===== config.mk =====
export PLATFORM = sky130hd
export DESIGN_NAME = ddsm_duty
export DESIGN_NICKNAME = d
export VERILOG_FILES = /design/src/hw/rtl/ddsm_pkg.sv /design/src/hw/rtl/ddsm_duty.sv
export SDC_FILE = /design/constraint.sdc
export NUM_CORES = 1
export LEC_CHECK = 0
export ABC_AREA = 1
export BUFFER_PORTS_ARGS = -buffer_cell sky130_fd_sc_hd__buf_2
export CORE_MARGIN = 1
export CORE_UTILIZATION = 70
export CTS_BUF_LIST = sky130_fd_sc_hd__clkbuf_4
export CTS_CLUSTER_DIAMETER = 40
export CTS_CLUSTER_SIZE = 12
export DETAILED_ROUTE_END_ITERATION = 8
export PLACE_DENSITY = 0.89
export SLEW_MARGIN = 20
export SYNTH_ARGS = -nofsm -noshare
export SYNTH_HDL_FRONTEND = slang
export SYNTH_SLANG_ARGS = --single-unit
export TNS_END_PERCENT = 50

===== constraint.sdc =====
create_clock -name aclk -period 24 [get_ports aclk]
set_clock_uncertainty 0.2 [all_clocks]
set_input_delay 1.2 -clock aclk [delete_from_list [all_inputs] [get_ports aclk]]
set_output_delay 1.2 -clock aclk [all_outputs]
set_load 0.02 [all_outputs]

===== src/hw/rtl/ddsm_pkg.sv =====
// ----------------------------------------------------------------------------
// Differential drive servo mixer package
// Shared widths, configuration register layout, register indexes and the
// restoring division step used by the duty converters.
// ----------------------------------------------------------------------------
package ddsm_pkg;

    // Command format: signed fixed point with CMD_FRAC_BITS fraction bits.
    localparam int CMD_FRAC_BITS = 14;
    localparam int CMD_W         = 16;
    localparam int CLMP_W        = CMD_FRAC_BITS + 2;
    localparam int EXT_W         = (CLMP_W > CMD_W) ? CLMP_W : CMD_W;
    localparam int SUM_W         = CMD_FRAC_BITS + 3;

    // Speed scale is Q2.8; scaled wheel commands keep eight extra fraction bits.
    localparam int SCALE_W = 10;
    localparam int PROD_W  = SUM_W + SCALE_W + 1;
    localparam int SHIFT   = CMD_FRAC_BITS + 8;
    localparam int WHL_W   = SHIFT + 2;

    // Pulse mapping.
    localparam int PULSE_W = 12;
    localparam int SPAN_W  = PULSE_W + 1;
    localparam int WSP_W   = WHL_W + SPAN_W;
    localparam int X_W     = WSP_W + 1;
    localparam int P_W     = X_W - SHIFT;

    // Duty conversion.
    localparam int DUTY_W     = 16;
    localparam int DVD_W      = PULSE_W + DUTY_W;
    localparam int DIV_STEPS  = 4;
    localparam int DIV_STAGES = DUTY_W / DIV_STEPS;

    // Pipeline stage counts per unit.
    localparam int MIX_STG   = 2;
    localparam int PULSE_STG = 2;
    localparam int DUTY_STG  = 1 + DIV_STAGES;
    localparam int NSTG      = MIX_STG + PULSE_STG + DUTY_STG;

    // Configuration port.
    localparam int CFG_IDX_W  = 8;
    localparam int CFG_DATA_W = 16;

    localparam logic [CFG_IDX_W-1:0] REG_SPEED_SCALE    = 8'd0;
    localparam logic [CFG_IDX_W-1:0] REG_PULSE_MIN_US   = 8'd1;
    localparam logic [CFG_IDX_W-1:0] REG_PULSE_MID_US   = 8'd2;
    localparam logic [CFG_IDX_W-1:0] REG_PULSE_MAX_US   = 8'd3;
    localparam logic [CFG_IDX_W-1:0] REG_LEFT_REVERSED  = 8'd4;
    localparam logic [CFG_IDX_W-1:0] REG_RIGHT_REVERSED = 8'd5;
    localparam logic [CFG_IDX_W-1:0] REG_DUTY_FULL      = 8'd6;
    localparam logic [CFG_IDX_W-1:0] REG_PWM_PERIOD     = 8'd7;

    typedef struct packed {
        logic [SCALE_W-1:0] speed_scale;
        logic [PULSE_W-1:0] pulse_min_us;
        logic [PULSE_W-1:0] pulse_mid_us;
        logic [PULSE_W-1:0] pulse_max_us;
        logic               left_reversed;
        logic               right_reversed;
        logic [DUTY_W-1:0]  duty_full;
        logic [DUTY_W-1:0]  pwm_period;
    } cfg_t;

    localparam cfg_t CFG_RESET = '{
        speed_scale:    10'd256,
        pulse_min_us:   12'd1000,
        pulse_mid_us:   12'd1500,
        pulse_max_us:   12'd2000,
        left_reversed:  1'b0,
        right_reversed: 1'b0,
        duty_full:      16'd16383,
        pwm_period:     16'd20000
    };

    typedef logic signed [WHL_W-1:0] whl_t;

    // Partial remainder and the shared dividend/quotient word of the divider.
    typedef struct packed {
        logic [DUTY_W-1:0] rem;
        logic [DUTY_W-1:0] ql;
    } div_t;

    // Clamp a raw command to plus or minus one.
    function automatic logic signed [CLMP_W-1:0] clamp_cmd(input logic signed [CMD_W-1:0] v);
        logic signed [EXT_W-1:0] ext;
        logic signed [EXT_W-1:0] one;
        logic signed [EXT_W-1:0] res;
        ext = EXT_W'(v);
        one = EXT_W'(1) <<< CMD_FRAC_BITS;
        res = ext;
        if (ext > one) begin
            res = one;
        end else if (ext < -one) begin
            res = -one;
        end
        return CLMP_W'(res);
    endfunction

    // One restoring division step: one quotient bit enters at the bottom.
    function automatic div_t div_step(input div_t cur, input logic [DUTY_W-1:0] period);
        logic [DUTY_W:0] trial;
        div_t            nxt;
        trial  = {cur.rem, cur.ql[DUTY_W-1]};
        nxt.ql = {cur.ql[DUTY_W-2:0], 1'b0};
        if (trial >= {1'b0, period}) begin
            trial     = trial - {1'b0, period};
            nxt.ql[0] = 1'b1;
        end
        nxt.rem = trial[DUTY_W-1:0];
        return nxt;
    endfunction

endpackage


===== src/hw/rtl/ddsm_duty.sv =====
// ----------------------------------------------------------------------------
// Pulse to duty converter
// Multiplies the pulse by the full duty count and divides by the period with
// a pipelined restoring divider, saturating at the largest duty count.
// ----------------------------------------------------------------------------
module ddsm_duty (
    input  logic                                aclk,
    input  logic [ddsm_pkg::DUTY_STG-1:0]       en,
    input  ddsm_pkg::cfg_t                      cfg,
    input  logic [ddsm_pkg::PULSE_W-1:0]        pulse_in,
    output logic [ddsm_pkg::PULSE_W-1:0]        pulse_out,
    output logic [ddsm_pkg::DUTY_W-1:0]         duty
);
    import ddsm_pkg::*;

    logic [DVD_W-1:0]   dvd_reg;
    logic [PULSE_W-1:0] pls_reg [DIV_STAGES+1];
    div_t               div_reg [DIV_STAGES];
    logic               ovf_reg [DIV_STAGES];

    always_ff @(posedge aclk) begin
        if (en[0]) begin
            dvd_reg    <= DVD_W'(pulse_in) * DVD_W'(cfg.duty_full);
            pls_reg[0] <= pulse_in;
        end
    end

    for (genvar k = 0; k < DIV_STAGES; k++) begin : g_div
        div_t cur_in;
        div_t cur_out;
        logic ovf_in;

        if (k == 0) begin : g_first
            // A quotient above the duty range shows in the upper dividend.
            assign cur_in.rem = DUTY_W'(dvd_reg[DVD_W-1:DUTY_W]);
            assign cur_in.ql  = dvd_reg[DUTY_W-1:0];
            assign ovf_in     = (DUTY_W'(dvd_reg[DVD_W-1:DUTY_W]) >= cfg.pwm_period);
        end else begin : g_next
            assign cur_in = div_reg[k-1];
            assign ovf_in = ovf_reg[k-1];
        end

        always_comb begin
            cur_out = cur_in;
            for (int j = 0; j < DIV_STEPS; j++) begin
                cur_out = div_step(cur_out, cfg.pwm_period);
            end
        end

        always_ff @(posedge aclk) begin
            if (en[k+1]) begin
                div_reg[k]   <= cur_out;
                ovf_reg[k]   <= ovf_in;
                pls_reg[k+1] <= pls_reg[k];
            end
        end
    end

    assign pulse_out = pls_reg[DIV_STAGES];
    assign duty      = ovf_reg[DIV_STAGES-1] ? {DUTY_W{1'b1}} : div_reg[DIV_STAGES-1].ql;

endmodule


==> impl_results.md <==
- Critical path class: primary input to flip-flop
- Num CTS Buffers: 36
- Max stage delay on crit path: 520 ps
- Largest net degree at the start of global routing: 46
- Antenna viol nets, final: 0
- Max FO, Critical Path: 28
- Via count: 24.71k
- Initial antenna violation count: 3
- Met2 Use GR: 59.95%
- R2R depth: 45
- Sink Count: 204
- Pre-CTS setup slack: 13,250 ps
- Setup TNS: 0 ps
- Status: finished, final reports clean
- HP Start: dvd_reg[8]
- Rel. slew slack: 28.70%
- Core area: 38,740 um2
- Via/cell ratio: 5.822
- Clk slew on worst S/H paths: 120 ps
- WL/cell: 16.40 um
- H-tree levels: 2
- IO Port Bufs: 77
- Register area share after synthesis: 22.22%
- Cell taking the most area after synthesis: edfxtp_1
- Final Util: 74.20%
- Remaining DRCs: 0
- Fmax: 97.96 MHz
- Worst skew pair latency: 770 ps
- CP startpoint: cfg[1]
- Drt total wl: 69.59 mm
- Synth Flop Type: edfxtp_1
- Number of enable flip-flop cells after synthesis: 204
- M1 GR Usage: 44.52%
- Number of iterations in the first detailed-routing pass: 6
- Area contributors post-synth: edfxtp_1 (22%), ha_1 (15%), nand2_1 (14%)
- Crit path DAT: 10,590 ps
- Vias in the first global route: 23.65k
- Final min period: 10,210 ps
- Reg2reg setup slack: 14,670 ps
- Area grow syn2layout: 4.280%
- Final period util: 42.53%
- # hold bufs at CTS: 0
- Cell Area, Synth: 27,560 um2
- RSZ-0062 raised after global routing: no
- Most used cell along the critical path: nand2_1
- Cell Rows: 72
- Critical Path Slowest Stage Cell: inv_1
- GRT Max-Usage Layer: met2
- Worst setup margin: 13,790 ps
- Syn Inst Count: 3,654
- GRT Total Usage: 35.03%
- CTS resizes: 0
- Share of the synthesized area in the top cell type: 22.22%
- Number of synthesized register bits: 204
- Synth warn: 0
- Layout filler cell count: 2,988
- Required @ worst endpoint: 24,390 ps
- Hold Path Sink: div_reg[0][12]
- Commonest cells after routing, fill and taps aside: nand2_1 (1,058), inv_1 (521), ha_1 (331), a21oi_1 (243), edfxtp_1 (204)
- Clk root buf: clkbuf_4
- Slew Limit Fails: 0
- Max-cap violation count: 0
- Share of cells above drive strength 1: 7.009%
- Synth cell types: 59
- Setup Viol. Count Final: 0
- Avg Cell Area, Syn: 7.543 um2
- Starting Density: 71.16%
- Most common cell after layout, fill and taps aside: nand2_1
- Reg-to-reg endpoint: div_reg[0][22]
- Post-layout instance area: 28,740 um2
- Cell Area, Placed: 28,220 um2
- Final Hold Fails: 0
- Slew @ Worst Pin: 1068 ps
- CTS tree: done
- DP Wirelength: 53.16 mm
- Post-CTS Setup Inserts: 0
- Final #Nets: 4,281
- Met3 usage: 5.455%
- Critical Path Source Type: primary input
- Ys async rst share: 0%
- WHS Path Cells: 0
- 1st-iter DRT viols: 1,932
- IO Pins: 126
- First-pass GRT wire length: 114.4 mm
- Reg2Reg Launch Point: dvd_reg[15]
- GRT overflow: 0
- Syn_nets: 4,238
- Max reg flops: 112
- Gpl congestion: 0.9484
- Die Area: 40,170 um2
- Die height: 200.4 um
- Hold WC Path Type: flip-flop to flip-flop
- CP endpoint kind: flip-flop
- DIE WIDTH: 200.4 um
- Clk buf depth: 3
how the worst max path moves through the flow:
stage / endpoint / slack [ps] / cells after the start
6_report: div_reg[0][22] / 13790 / 47
5_1_grt: div_reg[0][22] / 12930 / 47
2_1_floorplan: div_reg[2][21] / 15540 / 51
4_1_cts: div_reg[0][22] / 13950 / 47
3_5_place_dp: div_reg[0][31] / 13250 / 47
3_3_place_gp: div_reg[0][31] / 13380 / 46
cell type report:
| type | instances | area, um2 | area share, % |
|---|---|---|---|
| multi-input combinational | 2822 | 18900 | 65.74 |
| sequential | 204 | 6126 | 21.31 |
| inverter | 538 | 2027 | 7.052 |
| tap | 518 | 648.1 | 2.255 |
| timing repair buffer | 95 | 523.0 | 1.820 |
| clock buffer | 41 | 307.8 | 1.071 |
| clock inverter | 24 | 211.5 | 0.7356 |
| antenna | 2 | 5.005 | 0.01741 |
synthesized netlist by cell type (all sizes together) (2+ instances only):
| library cell | instances |
|---|---|
| o21bai | 14 |
| a31oi | 20 |
| nor3 | 33 |
| nor4 | 12 |
| and2 | 3 |
| a21oi | 247 |
| xnor2 | 96 |
| ha | 331 |
| nand3 | 207 |
| nor2 | 162 |
| o41ai | 3 |
| o31ai | 3 |
| o21ai | 209 |
| inv | 537 |
| xor2 | 106 |
| a21o | 23 |
| a21boi | 8 |
| nand4 | 35 |
| nor3b | 2 |
| a31o | 2 |
| o221ai | 3 |
| edfxtp | 204 |
| nand3b | 10 |
| a211oi | 2 |
| clkbuf | 44 |
| buf | 46 |
| o2111ai | 5 |
| o211ai | 6 |
| fa | 155 |
| nand2 | 1087 |
| or2 | 25 |
| o21a | 8 |
cell families (layout without fill, tap and decap cells):
| group | Yosys count | count (layout) | synth area share, % |
|---|---|---|---|
| AOI/OAI and AO/OA | 557 | 557 | 11.17 |
| xor gates and xnor gates | 202 | 202 | 6.419 |
| adders and majority gates | 486 | 486 | 26.28 |
| buffers and inverters | 628 | 698 | 9.224 |
| DFF | 204 | 204 | 22.22 |
| other | 0 | 2 | 0 |
| and+or+nand+nor | 1577 | 1577 | 24.68 |
per-layer routing:
layer	vias to the layer above	wire [um]
li1	12090	-
met1	11430	28360
met2	1008	33150
met3	186	5461
met4	2	2611
met5	-	12
through the flow:
stage,hold slack (ps),std cells
final,206.6,4244
after global routing,198.5,4244
after CTS,207.3,4242
after floorplan,200.3,3654
after global placement,200.2,4177
after detailed placement,204.5,4177
critical path: cells and delay by family:
kind | cells | cell delay (ps)
buf+inv | 9 | 1980
simple gates | 22 | 3150
compound gates | 12 | 2820
fa+ha+maj | 4 | 1390
Power is not shown: default switching activity piles up to over one toggle a cycle in this logic, so the estimate is an artifact.
