`src/hw/rtl/ddsm_pkg.sv`:
```
// ----------------------------------------------------------------------------
// Differential drive servo mixer package
// Shared widths, configuration register layout, register indexes and the
// restoring division step used by the duty converters.
// ----------------------------------------------------------------------------
package ddsm_pkg;

    // Command format: signed fixed point with CMD_FRAC_BITS fraction bits.
    localparam int CMD_FRAC_BITS = 14;
    localparam int CMD_W         = 16;
    localparam int CLMP_W        = CMD_FRAC_BITS + 2;
    localparam int EXT_W         = (CLMP_W > CMD_W) ? CLMP_W : CMD_W;
    localparam int SUM_W         = CMD_FRAC_BITS + 3;

    // Speed scale is Q2.8; scaled wheel commands keep eight extra fraction bits.
    localparam int SCALE_W = 10;
    localparam int PROD_W  = SUM_W + SCALE_W + 1;
    localparam int SHIFT   = CMD_FRAC_BITS + 8;
    localparam int WHL_W   = SHIFT + 2;

    // Pulse mapping.
    localparam int PULSE_W = 12;
    localparam int SPAN_W  = PULSE_W + 1;
    localparam int WSP_W   = WHL_W + SPAN_W;
    localparam int X_W     = WSP_W + 1;
    localparam int P_W     = X_W - SHIFT;

    // Duty conversion.
    localparam int DUTY_W     = 16;
    localparam int DVD_W      = PULSE_W + DUTY_W;
    localparam int DIV_STEPS  = 4;
    localparam int DIV_STAGES = DUTY_W / DIV_STEPS;

    // Pipeline stage counts per unit.
    localparam int MIX_STG   = 2;
    localparam int PULSE_STG = 2;
    localparam int DUTY_STG  = 1 + DIV_STAGES;
    localparam int NSTG      = MIX_STG + PULSE_STG + DUTY_STG;

    // Configuration port.
    localparam int CFG_IDX_W  = 8;
    localparam int CFG_DATA_W = 16;

    localparam logic [CFG_IDX_W-1:0] REG_SPEED_SCALE    = 8'd0;
    localparam logic [CFG_IDX_W-1:0] REG_PULSE_MIN_US   = 8'd1;
    localparam logic [CFG_IDX_W-1:0] REG_PULSE_MID_US   = 8'd2;
    localparam logic [CFG_IDX_W-1:0] REG_PULSE_MAX_US   = 8'd3;
    localparam logic [CFG_IDX_W-1:0] REG_LEFT_REVERSED  = 8'd4;
    localparam logic [CFG_IDX_W-1:0] REG_RIGHT_REVERSED = 8'd5;
    localparam logic [CFG_IDX_W-1:0] REG_DUTY_FULL      = 8'd6;
    localparam logic [CFG_IDX_W-1:0] REG_PWM_PERIOD     = 8'd7;

    typedef struct packed {
        logic [SCALE_W-1:0] speed_scale;
        logic [PULSE_W-1:0] pulse_min_us;
        logic [PULSE_W-1:0] pulse_mid_us;
        logic [PULSE_W-1:0] pulse_max_us;
        logic               left_reversed;
        logic               right_reversed;
        logic [DUTY_W-1:0]  duty_full;
        logic [DUTY_W-1:0]  pwm_period;
    } cfg_t;

    localparam cfg_t CFG_RESET = '{
        speed_scale:    10'd256,
        pulse_min_us:   12'd1000,
        pulse_mid_us:   12'd1500,
        pulse_max_us:   12'd2000,
        left_reversed:  1'b0,
        right_reversed: 1'b0,
        duty_full:      16'd16383,
        pwm_period:     16'd20000
    };

    typedef logic signed [WHL_W-1:0] whl_t;

    // Partial remainder and the shared dividend/quotient word of the divider.
    typedef struct packed {
        logic [DUTY_W-1:0] rem;
        logic [DUTY_W-1:0] ql;
    } div_t;

    // Clamp a raw command to plus or minus one.
    function automatic logic signed [CLMP_W-1:0] clamp_cmd(input logic signed [CMD_W-1:0] v);
        logic signed [EXT_W-1:0] ext;
        logic signed [EXT_W-1:0] one;
        logic signed [EXT_W-1:0] res;
        ext = EXT_W'(v);
        one = EXT_W'(1) <<< CMD_FRAC_BITS;
        res = ext;
        if (ext > one) begin
            res = one;
        end else if (ext < -one) begin
            res = -one;
        end
        return CLMP_W'(res);
    endfunction

    // One restoring division step: one quotient bit enters at the bottom.
    function automatic div_t div_step(input div_t cur, input logic [DUTY_W-1:0] period);
        logic [DUTY_W:0] trial;
        div_t            nxt;
        trial  = {cur.rem, cur.ql[DUTY_W-1]};
        nxt.ql = {cur.ql[DUTY_W-2:0], 1'b0};
        if (trial >= {1'b0, period}) begin
            trial     = trial - {1'b0, period};
            nxt.ql[0] = 1'b1;
        end
        nxt.rem = trial[DUTY_W-1:0];
        return nxt;
    endfunction

endpackage

```
`src/hw/rtl/ddsm_pulse.sv`:
```
// ----------------------------------------------------------------------------
// Wheel pulse mapper
// Maps a scaled wheel command piecewise around the neutral pulse and clamps
// it to the pulse limits. Multiply stage, then add, truncate and clamp stage.
// ----------------------------------------------------------------------------
module ddsm_pulse (
    input  logic                                aclk,
    input  logic [ddsm_pkg::PULSE_STG-1:0]      en,
    input  ddsm_pkg::cfg_t                      cfg,
    input  ddsm_pkg::whl_t                      wheel,
    output logic [ddsm_pkg::PULSE_W-1:0]        pulse
);
    import ddsm_pkg::*;

    localparam logic [X_W-1:0] RND_BIAS = {{(X_W - SHIFT){1'b0}}, {SHIFT{1'b1}}};

    logic signed [SPAN_W-1:0] mid_s;
    logic signed [SPAN_W-1:0] span;
    logic signed [WSP_W-1:0]  prod_reg;
    logic signed [X_W-1:0]    x;
    logic signed [X_W-1:0]    x_adj;
    logic signed [X_W-1:0]    x_sh;
    logic signed [P_W-1:0]    p;
    logic signed [P_W-1:0]    p_min;
    logic signed [P_W-1:0]    p_max;
    logic signed [P_W-1:0]    p_clmp;
    logic [PULSE_W-1:0]       pulse_reg;

    // The upper span applies from neutral upwards, the lower one below it.
    always_comb begin
        mid_s = $signed({1'b0, cfg.pulse_mid_us});
        if (wheel >= 0) begin
            span = $signed({1'b0, cfg.pulse_max_us}) - mid_s;
        end else begin
            span = mid_s - $signed({1'b0, cfg.pulse_min_us});
        end
    end

    always_ff @(posedge aclk) begin
        if (en[0]) begin
            prod_reg <= WSP_W'(wheel) * WSP_W'(span);
        end
    end

    // Truncation toward zero: negative values get a bias before the shift.
    always_comb begin
        x      = (X_W'(mid_s) <<< SHIFT) + X_W'(prod_reg);
        x_adj  = x[X_W-1] ? x + $signed(RND_BIAS) : x;
        x_sh   = x_adj >>> SHIFT;
        p      = x_sh[P_W-1:0];
        p_min  = P_W'($signed({1'b0, cfg.pulse_min_us}));
        p_max  = P_W'($signed({1'b0, cfg.pulse_max_us}));
        p_clmp = p;
        if (p_clmp < p_min) begin
            p_clmp = p_min;
        end
        if (p_clmp > p_max) begin
            p_clmp = p_max;
        end
    end

    always_ff @(posedge aclk) begin
        if (en[1]) begin
            pulse_reg <= p_clmp[PULSE_W-1:0];
        end
    end

    assign pulse = pulse_reg;

endmodule

```
`config.mk`:
```
export PLATFORM = sky130hd
export DESIGN_NAME = ddsm_pulse
export DESIGN_NICKNAME = d
export VERILOG_FILES = /design/src/hw/rtl/ddsm_pkg.sv /design/src/hw/rtl/ddsm_pulse.sv
export SDC_FILE = /design/constraint.sdc
export NUM_CORES = 1
export LEC_CHECK = 0
export BUFFER_PORTS_ARGS = -buffer_cell sky130_fd_sc_hd__buf_2
export CAP_MARGIN = 5
export CORE_MARGIN = 1
export CORE_UTILIZATION = 48
export CTS_BUF_LIST = sky130_fd_sc_hd__clkbuf_4 sky130_fd_sc_hd__clkbuf_8
export DETAILED_ROUTE_END_ITERATION = 16
export GPL_TIMING_DRIVEN = 0
export MAX_ROUTING_LAYER = met4
export PLACE_DENSITY = 0.75
export SLEW_MARGIN = 5
export SYNTH_ARGS = -nofsm -noshare
export SYNTH_HDL_FRONTEND = slang
export SYNTH_SLANG_ARGS = --single-unit
export TNS_END_PERCENT = 30
```
`constraint.sdc`:
```
create_clock -name aclk -period 11.9 [get_ports aclk]
set_input_delay 0.595 -clock aclk [delete_from_list [all_inputs] [get_ports aclk]]
set_output_delay 0.595 -clock aclk [all_outputs]
set_load 0.005 [all_outputs]
```
==> results.yml <==
run_status:
  outcome: "complete, but fails checks"
  violations: "max-capacitance violations, max-slew violations"
grt:
  grt.total_usage: 0.257
  grt_max_degree: 38
  grt_pass1_wl_um: 60400
  grt_remaining_overflow: 0
  grt_pass1_vias: 11900
  antenna_found_initial: 1
cts:
  numCtsBuffers: 5
  cts_hold_buf: 0
  clock_path_buffers: 2
  clockRootBuffer: "clkbuf_8"
  cts_tree: "done"
  cts_max_level: 2
  cts_resized: 0
  clk_latency_ns: 0.32
  path_clk_slew_ns: 0.10
  cts_setup_buffers: 0
  clock_sinks: 49
floorplanning:
  die_area_mm2: 0.0319
  io_pins: 119
  chipWidth_um: 179
  rows: 64
  fp.dieH_um: 179
  core_area_mm2: 0.0307
  start_util: 0.488
synth:
  synth_ff_type: "edfxtp_1"
  synth_top_cells_by_area: "fa_1 38%, ha_1 12%, edfxtp_1 9.8%"
  syn_avg_cell_area_um2: 9.33
  ys_types: 68
  yosys.area.top_type: "fa_1"
  synth_edf_count: 49
  yosysWarningCount: 0
  netlist_instances: 1605
  async_flop_share: 0
  ys_ff_latch: 49
  yosysMostFrequentCell: "inv_1"
  yosys-top-cells-count: "300 x inv_1, 286 x fa_1, 227 x nand2_1"
  synth_area_mm2: 0.0150
  synth_nets: 2147
  ys_seq_area_frac: 0.0983
  synth_top_area_frac: 0.382
setup_path:
  required_ns: 11.98
  start_kind: "primary input"
  critical_path_arrival_ns: 10.10
  slowest_stage: "o311ai_1"
  crit_buf_inv: 6
  cpMostUsedCell: "fa_1"
  critPathTopFamily: "compound AO/OA/AOI/OAI gates"
  crit_fanout: 10
  crit_path_max_incr_delay_ns: 1.21
  crit_type: "in -> reg"
  cp-end-kind: "flop"
cells_and_area:
  largest_register_ffs: 37
  area_delta_synth_final_pct: 6.40
  nets: 2227
  fin_cells: 2083
  drive_above_1_share: 0.0670
drt:
  antenna_left: 0
  vias_per_cell: 5.45
  drt_wl_total_um: 37500
  drtPass1Iterations: 7
  via_count: 11400
  routedWlPerCell_um: 18.0
  dr.first_iter.drc_count: 686
  drc_errors: 0
placed_design:
  dpl.cell_count: 2074
  post-dp-hpwl_um: 32700
  io_buffers: 73
  gp_congestion: 0.990
timing:
  fin_skew_ns: 0.0164
  tns_ns: 0
  fmax_mhz: 99.8
  rsz0062_at_grt: "false"
  fin_crit_sh: 0.842
  setup_viol: 0
  slew_violations: 1
  fin_crit_ns: 10.02
  hold_violations: 0
  worst_pin_slew_ns: 1.49
  slew_headroom: -0.0103
hold_path:
  hp-class: "in -> reg"
flow_run:
  maxCapViolations: 1
[worst register-to-register path: cells and delay by family, from the launching register on]
kind | cells | cell delay, ns
fa+ha+maj | 5 | 1.69
compound gates | 13 | 2.44
xor+xnor | 2 | 0.47
mux | 2 | 0.74
simple gates | 3 | 0.57
flops | 1 | 0.38
buf+inv | 3 | 0.76
[cells in the final DEF, fill, tap and decap left out, types with 6 or more instances in the layout]
| cell type | instances |
|---|---|
| a21oi_1 | 47 |
| ha_1 | 149 |
| and2_1 | 73 |
| nor2b_1 | 29 |
| and3_1 | 9 |
| nand3_1 | 13 |
| a211oi_1 | 6 |
| a31oi_1 | 8 |
| buf_2 | 73 |
| o21bai_1 | 11 |
| nor3_1 | 13 |
| xnor2_1 | 46 |
| nand2_1 | 227 |
| edfxtp_1 | 49 |
| inv_1 | 300 |
| nand2b_1 | 9 |
| clkbuf_1 | 61 |
| o21ai_1 | 15 |
| a21o_1 | 34 |
| mux2_2 | 11 |
| mux2_4 | 9 |
| o21ai_0 | 21 |
| xor2_1 | 27 |
| nor2_1 | 52 |
| o21a_1 | 6 |
| fa_1 | 286 |
[path summary, 6_finish.rpt]
| path | from | slack [ns] | end | cells after the start |
|---|---|---|---|---|
| worst max-delay path | cfg[47] | 1.88 | prod_reg[34]$_DFFE_PP_ | 30 |
| worst min-delay path | en[1] | 0.66 | pulse[9]$_DFFE_PP_ | 1 |
| worst max register to register | prod_reg[22]$_DFFE_PP_ | 4.60 | pulse[8]$_DFFE_PP_ | 28 |
| worst min register to register | prod_reg[22]$_DFFE_PP_ | 1.09 | pulse[0]$_DFFE_PP_ | 4 |
[stage by stage]
| stage | worst slack, ns | utilization | instance area, µm² | hold slack (ns) |
|---|---|---|---|---|
| 2_1_floorplan | 3.59 | - | 15000 | 0.707 |
| 6_report | 1.88 | 0.519 | 15900 | 0.661 |
| 3_5_place_dp | 1.83 | 0.516 | 15800 | 0.983 |
| 3_3_place_gp | 1.90 | 0.516 | 15800 | 0.980 |
| 4_1_cts | 2.15 | 0.519 | 15900 | 0.657 |
| 5_1_grt | 1.59 | 0.519 | 15900 | 0.656 |
[area by class of cell]
cell class | count | area, µm²
Fill cell | 2812 | 14700
Multi-Input combinational cell | 1193 | 12100
Sequential cell | 49 | 1470
Inverter | 300 | 1130
Tap cell | 396 | 495
Timing Repair Buffer | 73 | 365
Buffer | 63 | 248
Clock buffer | 5 | 68.8
Clock inverter | 3 | 26.3
Antenna cell | 1 | 2.50
[routing by layer]
| layer | up-vias | share of wire | global-route usage |
|---|---|---|---|
| li1 | 5227 | - | - |
| met1 | 5663 | 0.41 | 0.318 |
| met2 | 377 | 0.49 | 0.427 |
| met3 | 86 | 0.064 | 0.0382 |
| met4 | 0 | 0.037 | 0.0907 |
| met5 | - | 0 | - |
[logic make-up after synthesis]
logic type      count (synthesis)  share of synthesized area
simple gates                  465                      0.149
fa+ha+maj                     435                      0.507
buf+inv                       363                     0.0918
compound gates                192                     0.0877
xor+xnor                       74                     0.0445
flops                          49                     0.0983
mux                            27                     0.0221
Power is left out: the tool's default activity adds up to more than one toggle a clock period on the data nets, which glitch-free logic cannot reach.
