## src/hw/rtl/ddsm_pkg.sv

```systemverilog
// ----------------------------------------------------------------------------
// Differential drive servo mixer package
// Shared widths, configuration register layout, register indexes and the
// restoring division step used by the duty converters.
// ----------------------------------------------------------------------------
package ddsm_pkg;

    // Command format: signed fixed point with CMD_FRAC_BITS fraction bits.
    localparam int CMD_FRAC_BITS = 14;
    localparam int CMD_W         = 16;
    localparam int CLMP_W        = CMD_FRAC_BITS + 2;
    localparam int EXT_W         = (CLMP_W > CMD_W) ? CLMP_W : CMD_W;
    localparam int SUM_W         = CMD_FRAC_BITS + 3;

    // Speed scale is Q2.8; scaled wheel commands keep eight extra fraction bits.
    localparam int SCALE_W = 10;
    localparam int PROD_W  = SUM_W + SCALE_W + 1;
    localparam int SHIFT   = CMD_FRAC_BITS + 8;
    localparam int WHL_W   = SHIFT + 2;

    // Pulse mapping.
    localparam int PULSE_W = 12;
    localparam int SPAN_W  = PULSE_W + 1;
    localparam int WSP_W   = WHL_W + SPAN_W;
    localparam int X_W     = WSP_W + 1;
    localparam int P_W     = X_W - SHIFT;

    // Duty conversion.
    localparam int DUTY_W     = 16;
    localparam int DVD_W      = PULSE_W + DUTY_W;
    localparam int DIV_STEPS  = 4;
    localparam int DIV_STAGES = DUTY_W / DIV_STEPS;

    // Pipeline stage counts per unit.
    localparam int MIX_STG   = 2;
    localparam int PULSE_STG = 2;
    localparam int DUTY_STG  = 1 + DIV_STAGES;
    localparam int NSTG      = MIX_STG + PULSE_STG + DUTY_STG;

    // Configuration port.
    localparam int CFG_IDX_W  = 8;
    localparam int CFG_DATA_W = 16;

    localparam logic [CFG_IDX_W-1:0] REG_SPEED_SCALE    = 8'd0;
    localparam logic [CFG_IDX_W-1:0] REG_PULSE_MIN_US   = 8'd1;
    localparam logic [CFG_IDX_W-1:0] REG_PULSE_MID_US   = 8'd2;
    localparam logic [CFG_IDX_W-1:0] REG_PULSE_MAX_US   = 8'd3;
    localparam logic [CFG_IDX_W-1:0] REG_LEFT_REVERSED  = 8'd4;
    localparam logic [CFG_IDX_W-1:0] REG_RIGHT_REVERSED = 8'd5;
    localparam logic [CFG_IDX_W-1:0] REG_DUTY_FULL      = 8'd6;
    localparam logic [CFG_IDX_W-1:0] REG_PWM_PERIOD     = 8'd7;

    typedef struct packed {
        logic [SCALE_W-1:0] speed_scale;
        logic [PULSE_W-1:0] pulse_min_us;
        logic [PULSE_W-1:0] pulse_mid_us;
        logic [PULSE_W-1:0] pulse_max_us;
        logic               left_reversed;
        logic               right_reversed;
        logic [DUTY_W-1:0]  duty_full;
        logic [DUTY_W-1:0]  pwm_period;
    } cfg_t;

    localparam cfg_t CFG_RESET = '{
        speed_scale:    10'd256,
        pulse_min_us:   12'd1000,
        pulse_mid_us:   12'd1500,
        pulse_max_us:   12'd2000,
        left_reversed:  1'b0,
        right_reversed: 1'b0,
        duty_full:      16'd16383,
        pwm_period:     16'd20000
    };

    typedef logic signed [WHL_W-1:0] whl_t;

    // Partial remainder and the shared dividend/quotient word of the divider.
    typedef struct packed {
        logic [DUTY_W-1:0] rem;
        logic [DUTY_W-1:0] ql;
    } div_t;

    // Clamp a raw command to plus or minus one.
    function automatic logic signed [CLMP_W-1:0] clamp_cmd(input logic signed [CMD_W-1:0] v);
        logic signed [EXT_W-1:0] ext;
        logic signed [EXT_W-1:0] one;
        logic signed [EXT_W-1:0] res;
        ext = EXT_W'(v);
        one = EXT_W'(1) <<< CMD_FRAC_BITS;
        res = ext;
        if (ext > one) begin
            res = one;
        end else if (ext < -one) begin
            res = -one;
        end
        return CLMP_W'(res);
    endfunction

    // One restoring division step: one quotient bit enters at the bottom.
    function automatic div_t div_step(input div_t cur, input logic [DUTY_W-1:0] period);
        logic [DUTY_W:0] trial;
        div_t            nxt;
        trial  = {cur.rem, cur.ql[DUTY_W-1]};
        nxt.ql = {cur.ql[DUTY_W-2:0], 1'b0};
        if (trial >= {1'b0, period}) begin
            trial     = trial - {1'b0, period};
            nxt.ql[0] = 1'b1;
        end
        nxt.rem = trial[DUTY_W-1:0];
        return nxt;
    endfunction

endpackage

```

## src/hw/rtl/ddsm_mix.sv

```systemverilog
// ----------------------------------------------------------------------------
// Command mixer
// Clamps both commands, forms the wheel sums, applies the speed scale with a
// clamp, and negates reversed wheels. Two register stages.
// ----------------------------------------------------------------------------
module ddsm_mix (
    input  logic                                    aclk,
    input  logic [ddsm_pkg::MIX_STG-1:0]            en,
    input  ddsm_pkg::cfg_t                          cfg,
    input  logic signed [ddsm_pkg::CMD_W-1:0]       turn_cmd,
    input  logic signed [ddsm_pkg::CMD_W-1:0]       forward_cmd,
    output ddsm_pkg::whl_t                          left_w,
    output ddsm_pkg::whl_t                          right_w
);
    import ddsm_pkg::*;

    localparam logic signed [PROD_W-1:0] LIM = PROD_W'(1) <<< SHIFT;

    logic signed [CLMP_W-1:0] turn_c;
    logic signed [CLMP_W-1:0] fwd_c;
    logic signed [SUM_W-1:0]  left_sum_reg;
    logic signed [SUM_W-1:0]  right_sum_reg;
    logic signed [PROD_W-1:0] scale_s;
    logic signed [PROD_W-1:0] left_prod;
    logic signed [PROD_W-1:0] right_prod;
    logic signed [PROD_W-1:0] left_clmp;
    logic signed [PROD_W-1:0] right_clmp;
    whl_t                     left_next;
    whl_t                     right_next;
    whl_t                     left_w_reg;
    whl_t                     right_w_reg;

    assign turn_c = clamp_cmd(turn_cmd);
    assign fwd_c  = clamp_cmd(forward_cmd);

    always_ff @(posedge aclk) begin
        if (en[0]) begin
            left_sum_reg  <= SUM_W'(fwd_c) + SUM_W'(turn_c);
            right_sum_reg <= SUM_W'(fwd_c) - SUM_W'(turn_c);
        end
    end

    always_comb begin
        scale_s    = PROD_W'($signed({1'b0, cfg.speed_scale}));
        left_prod  = PROD_W'(left_sum_reg) * scale_s;
        right_prod = PROD_W'(right_sum_reg) * scale_s;

        left_clmp = left_prod;
        if (left_prod > LIM) begin
            left_clmp = LIM;
        end else if (left_prod < -LIM) begin
            left_clmp = -LIM;
        end
        right_clmp = right_prod;
        if (right_prod > LIM) begin
            right_clmp = LIM;
        end else if (right_prod < -LIM) begin
            right_clmp = -LIM;
        end

        left_next  = cfg.left_reversed  ? -WHL_W'(left_clmp)  : WHL_W'(left_clmp);
        right_next = cfg.right_reversed ? -WHL_W'(right_clmp) : WHL_W'(right_clmp);
    end

    always_ff @(posedge aclk) begin
        if (en[1]) begin
            left_w_reg  <= left_next;
            right_w_reg <= right_next;
        end
    end

    assign left_w  = left_w_reg;
    assign right_w = right_w_reg;

endmodule

```

## config.mk

```make
export PLATFORM = sky130hd
export DESIGN_NAME = ddsm_mix
export DESIGN_NICKNAME = d
export VERILOG_FILES = /design/src/hw/rtl/ddsm_pkg.sv /design/src/hw/rtl/ddsm_mix.sv
export SDC_FILE = /design/constraint.sdc
export NUM_CORES = 1
export LEC_CHECK = 0
export BUFFER_PORTS_ARGS = -buffer_cell sky130_fd_sc_hd__buf_2
export CAP_MARGIN = 20
export CORE_MARGIN = 2
export CORE_UTILIZATION = 45
export CTS_CLUSTER_SIZE = 30
export DETAILED_ROUTE_END_ITERATION = 7
export GPL_TIMING_DRIVEN = 0
export PLACE_DENSITY = 0.7
export SYNTH_ARGS = -nofsm -noshare
export SYNTH_HDL_FRONTEND = slang
export SYNTH_SLANG_ARGS = --single-unit
```

## constraint.sdc

```tcl
create_clock -name aclk -period 13.5 [get_ports aclk]
set_input_delay 0.675 -clock aclk [delete_from_list [all_inputs] [get_ports aclk]]
set_output_delay 0.675 -clock aclk [all_outputs]
set_load 0.03 [all_outputs]
```

==> results.cfg, run 1 <==
[outcome]
status = completed

[route]
num_vias = 15400
drc = 0
drtPass1Iterations = 5
first_iter_violations = 904
wl_um = 45700
vias_per_cell = 5.38
ant_nets = 0
avgRoutedWirePerCell_um = 15.9

[floorplan]
die_area_um2 = 44400
rows = 75
die_y_um = 211
initial_core_util_pct = 45.7
chipWidth_um = 211
core_area_um2 = 42000
io_pins = 163

[setup_path]
crit_slowest_cell = fa_1
cp_data_required_time_ps = 13750
crit_path_max_fanout = 10
path_delay_family = simple AND/OR/NAND/NOR gates
cpMostUsedCell = fa_1
worstSetupPathType = in -> reg
start_kind = primary input
cpPeakStageDelay_ps = 550
worst-path-buf-inv = 8
cp-end-kind = register
crit_arrival_ps = 10060

[sta]
finalHoldWorstSlack_ps = 767
max_freq_ghz = 0.102
slew_headroom_pct = 37.9
min_period_ps = 9810
setup_violations = 0
fin_crit_sh_pct = 72.7
finalClockSkew_ps = 7.97
hold_viol_final = 0
worst_pin_slew_ps = 918
rsz0062_at_grt = no
slew_viol_final = 0
fin_setup_tns_ps = 0

[worst_hold_path]
worst_hold_path_type = in -> reg

[final_layout]
area.growth.synth_to_final_pct = 7.83
drive_gt1_share_pct = 6.05
final_common_cell = inv_1
layout.nets = 2907
layout_common_cells = inv_1 (451), fa_1 (308), nand2_1 (268), and2_1 (170), ha_1 (160)
diodes = 0
fill_cells = 4014

[synth]
synth_fp_nets = 2802
synth_ff_type = edfxtp_1
synth-simple-area-share_pct = 17.9
async_flop_share_pct = 0
synth_edf_count = 81
synth_cells = 2219
synth_top_family_by_area = adder cells
synth_warnings = 0
ys_types = 72
synth_xor_area_share_pct = 4.42
netlist_area_um2 = 19200
syn_area_per_cell_um2 = 8.66
synth.ff_latch_count = 81
synth.yosys.seq_area_share_pct = 12.7
synth_compound_area_share_pct = 11.3
synth_adder_area_share_pct = 42.5
muxShareOfSynthArea_pct = 0.332

[clock_tree]
cts_hold_buf = 0
insertion_delay_ps = 380
cts.path.max_buffers = 2
cts_resized = 0
cts_tree = done
cts_sinks = 81
clk_pin_slew_worst_paths_ps = 70
cts_root_buffer = clkbuf_16
h-tree-depth = 3
cts_made_buffers = 9
post_cts_buffers = 0

[global_routing]
antenna_found_initial = 3
grt_pass1_vias = 15900
grt_pass1_wl_um = 77600
grt_max_degree = 49
grt_usage_pct = 21.7
grt_overflow = 0

[placement]
dp_hpwl_um = 38000
port_buffers = 93
gp_congestion = 0.884

[job]
cap_violations = 0
## synth_stat cells (4+ instances only)
master | n | share of area [%]
a2111oi_0 | 6 | 0.27
a211o_1 | 7 | 0.32
a211oi_1 | 23 | 0.90
a21boi_0 | 5 | 0.20
a21o_1 | 32 | 1.3
a21oi_1 | 81 | 2.1
a221oi_1 | 4 | 0.18
a31oi_1 | 13 | 0.42
and2_1 | 170 | 5.5
and3_1 | 11 | 0.36
and4_1 | 4 | 0.18
clkbuf_1 | 101 | 2.0
edfxtp_1 | 81 | 13
fa_1 | 308 | 32
ha_1 | 160 | 10
inv_1 | 451 | 8.8
nand2_1 | 268 | 5.2
nand2b_1 | 20 | 0.65
nand3_1 | 23 | 0.60
nand3b_1 | 4 | 0.16
nand4_1 | 6 | 0.20
nor2_1 | 82 | 1.6
nor2b_1 | 13 | 0.42
nor3_1 | 40 | 1.0
nor3b_1 | 4 | 0.16
nor4_1 | 10 | 0.33
o2111ai_1 | 6 | 0.27
o211ai_1 | 7 | 0.27
o21a_1 | 12 | 0.47
o21ai_0 | 61 | 1.6
o21bai_1 | 14 | 0.55
o311ai_0 | 5 | 0.23
o31ai_1 | 10 | 0.39
o41ai_1 | 4 | 0.18
or2_2 | 11 | 0.36
or3_1 | 10 | 0.33
or4_1 | 4 | 0.16
xnor2_1 | 65 | 3.0
xor2_1 | 32 | 1.5
## final cells by class
type | count | area (µm²) | area share, %
clock inverter | 6 | 115 | 0.556
tap | 539 | 674 | 3.26
sequential | 81 | 2430 | 11.7
buffer | 105 | 404 | 1.95
multi-input combinational | 1582 | 14700 | 70.9
timing repair buffer | 94 | 485 | 2.34
inverter | 451 | 1690 | 8.17
clock buffer | 10 | 229 | 1.11
## path summary, 6_finish.rpt
kind         slack [ps]  cells past startpoint                        from                    end
max                3690                     31                     cfg[74]  right_w[20]$_DFFE_PP_
min                 770                      1                       en[1]  right_w[23]$_DFFE_PP_
max reg2reg        3920                     30  right_sum_reg[8]$_DFFE_PP_  right_w[20]$_DFFE_PP_
min reg2reg        1370                      4   left_sum_reg[0]$_DFFE_PP_   right_w[7]$_DFFE_PP_
## per-stage QoR
| step | utilization (%) | instances | cell area, µm² | setup slack, ps |
|---|---|---|---|---|
| 2_1_floorplan | - | 2219 | 19200 | 5180 |
| 3_3_place_gp | 48.4 | 2851 | 20300 | 3730 |
| 3_5_place_dp | 48.4 | 2851 | 20300 | 3520 |
| 4_1_cts | 49.2 | 2867 | 20700 | 3890 |
| 5_1_grt | 49.3 | 2868 | 20700 | 3050 |
| 6_report | 49.3 | 2868 | 20700 | 3690 |
## metal layers
metal  part of all wire [%]  vias to the layer above  global-route usage, %  wire length (µm)
li1                       -                     7235                      -                 -
met4                    2.6                        4                   7.26              1180
met3                    6.4                       66                   3.75              2900
met1                     43                     7679                   29.2             19800
met2                     48                      441                   35.7             21800
met5                  0.059                        -                      0                27
## kinds of logic after synthesis
logic type | count (synthesis)
xor gates and xnor gates | 97
AOI/OAI and AO/OA | 320
DFF | 81
buffers and inverters | 556
and+or+nand+nor | 691
muxes | 6
adders and majority gates | 468
Power of run 1 is left out: the tool's default activity adds up to more than one toggle a clock period on the data nets, which glitch-free logic cannot reach.
==> run 2, diff against run 1 <==
--- a/config.mk
+++ b/config.mk
@@ -12,7 +12,7 @@
 export CTS_CLUSTER_SIZE = 30
 export DETAILED_ROUTE_END_ITERATION = 7
 export GPL_TIMING_DRIVEN = 0
-export PLACE_DENSITY = 0.7
+export PLACE_DENSITY = 0.72
 export SYNTH_ARGS = -nofsm -noshare
 export SYNTH_HDL_FRONTEND = slang
 export SYNTH_SLANG_ARGS = --single-unit
==> constraint.sdc (replaced) <==
create_clock -name aclk -period 7.95 [get_ports aclk]
set_input_delay 0.3975 -clock aclk [delete_from_list [all_inputs] [get_ports aclk]]
set_output_delay 0.3975 -clock aclk [all_outputs]
set_load 0.03 [all_outputs]
==> run 2 against run 1 <==
Effect of this change: critical path depth is 4 lower; die area stayed put; register-to-register slack worse by 3900 ps; highest routed layer unchanged.
==> results.cfg, run 2 (synthesis gave the netlist of run 1 again) <==
[final_layout]
area.growth.synth_to_final_pct = 13.2
final_common_cell = inv_1
drive_gt1_share_pct = 13.3
instances_no_fill = 2913
diodes = 0
final_area_um2 = 21800
layout_common_cells = inv_1 (449), fa_1 (308), nand2_1 (265), and2_1 (166), ha_1 (151)
layout.nets = 2952

[clock_tree]
h-tree-depth = 3
cts_made_buffers = 9
cts_sinks = 81
cts_tree = done
clk_pin_slew_worst_paths_ps = 60
cts_root_buffer = clkbuf_16
insertion_delay_ps = 380
cts.path.max_buffers = 2

[floorplan]
initial_core_util_pct = 45.7
die_area_um2 = 44400
die_y_um = 211
chipWidth_um = 211
rows = 75
io_pins = 163
core_area_um2 = 42000

[worst_hold_path]
holdPathEnd = right_w[6]$_DFFE_PP_
min_from = en[1]
min_delay_path_depth = 1
worst_hold_path_type = in -> reg

[setup_path]
crit_start = right_sum_reg[5]$_DFFE_PP_
worstReg2RegEnd = right_w[12]$_DFFE_PP_
cpMostUsedCell = fa_1
r2r-start = right_sum_reg[5]$_DFFE_PP_
ff2ff_setup_slack_ps = 50
worstRegToRegCells = 27
cp_data_required_time_ps = 8070
cpPeakStageDelay_ps = 530
cp-end-kind = register
crit_arrival_ps = 8020
crit_slowest_cell = or4_4
worst-path-buf-inv = 6
crit_path_max_fanout = 6
start_kind = register
path_delay_family = adder cells
worstSetupPathType = reg -> reg

[global_routing]
grt_pass1_vias = 16300
grt_pass1_wl_um = 78700
grt_usage_pct = 22.0
antenna_found_initial = 4
grt_overflow = 0
grt_max_degree = 49

[placement]
gp_congestion = 0.896
port_buffers = 93
dp.cells = 2851
dp_hpwl_um = 37600
dpl_cell_area_um2 = 20400

[route]
num_vias = 15900
drtPass1Iterations = 7
ant_nets = 0
first_iter_violations = 911
vias_per_cell = 5.45
avgRoutedWirePerCell_um = 16.4
drc = 0
wl_um = 47900

[sta]
fin_crit_sh_pct = 99.4
hold_viol_final = 0
finalHoldWorstSlack_ps = 501
slew_headroom_pct = 47.8
setup_violations = 0
worst_pin_slew_ps = 783
finalClockSkew_ps = 5.58
slew_viol_final = 0
rsz0062_at_grt = yes
min_period_ps = 7900
max_freq_ghz = 0.127

[job]
cap_violations = 0

[outcome]
status = completed
run 2: changes by cell type in the layout (fill, tap and decap cells not counted), moves of 5 or more:
cell and delta:
a211oi_2 +5, ha_4 +6, o21ai_0 -6, ha_1 -9, clkbuf_1 -65, buf_6 +6
buf_4 +81, clkbuf_4 +6, clkbuf_2 +13, a211oi_1 -6
run 2: per-layer routing:
metal  vias to the layer above  GRT usage, %  wire length (µm)  part of all wire, %
li1                       7328             -                 -                    -
met1                      7891          28.4             20100                   42
met2                       542          36.7             23100                   48
met3                       101          4.22              3300                  6.9
met4                         8          8.57              1440                  3.0
met5                         -             0                52                 0.11
run 2: worst max path at each step:
stage | cells after the start | slack, ps | end
finish | 27 | 50 | right_w[12]$_DFFE_PP_
global route | 27 | -140 | right_w[12]$_DFFE_PP_
CTS | 27 | 5 | right_w[12]$_DFFE_PP_
detailed placement | 31 | -1580 | right_w[20]$_DFFE_PP_
global placement | 30 | -1450 | right_w[20]$_DFFE_PP_
floorplan | 29 | 5 | right_w[12]$_DFFE_PP_
run 2: layout make-up:
class / count / area (µm²)
fillers: 3843 / 20300
multi-input cells: 1582 / 15200
flip-flops and latches: 81 / 2430
inverters: 451 / 1690
repair buffers: 183 / 1180
well taps: 539 / 674
plain buffers: 61 / 300
clock buffers: 10 / 229
clock inverters: 6 / 90.1
run 2: what timing repair did:
action,in CTS,in global routing
setup buffers,58,31
hold buffers,0,0
resized for setup,56,79
pin swaps,8,32
endpoints found under the setup margin,24,22
run 2: metrics by stage:
stage	util [%]	TNS [ps]	worst slack (ps)
2_1_floorplan	-	0	5.43
3_3_place_gp	48.4	-22020	-1450
3_5_place_dp	48.4	-25240	-1580
4_1_cts	50.5	0	5.45
5_1_grt	51.7	-410	-136
6_report	51.7	0	50.7
run 2: worst register-to-register path, stage by stage (launching register included):
cell       delay, ps
edfxtp_1         520
and2_4           220
fa_1             510
inv_1             50
fa_1             490
inv_2             40
fa_1             490
fa_1             490
inv_1             50
fa_1             480
inv_2             40
ha_4             250
buf_6            110
nand3_4          100
nor4b_4          360
o21bai_2         140
mux2_4           310
or4_4            470
or4_4            530
o41ai_4          370
a32oi_2          150
buf_6            190
or2_4            240
ha_4             180
o2111ai_4         80
nor3_4            90
or4_1            530
o211a_1          140
Power of run 2 is left out for the same reason.
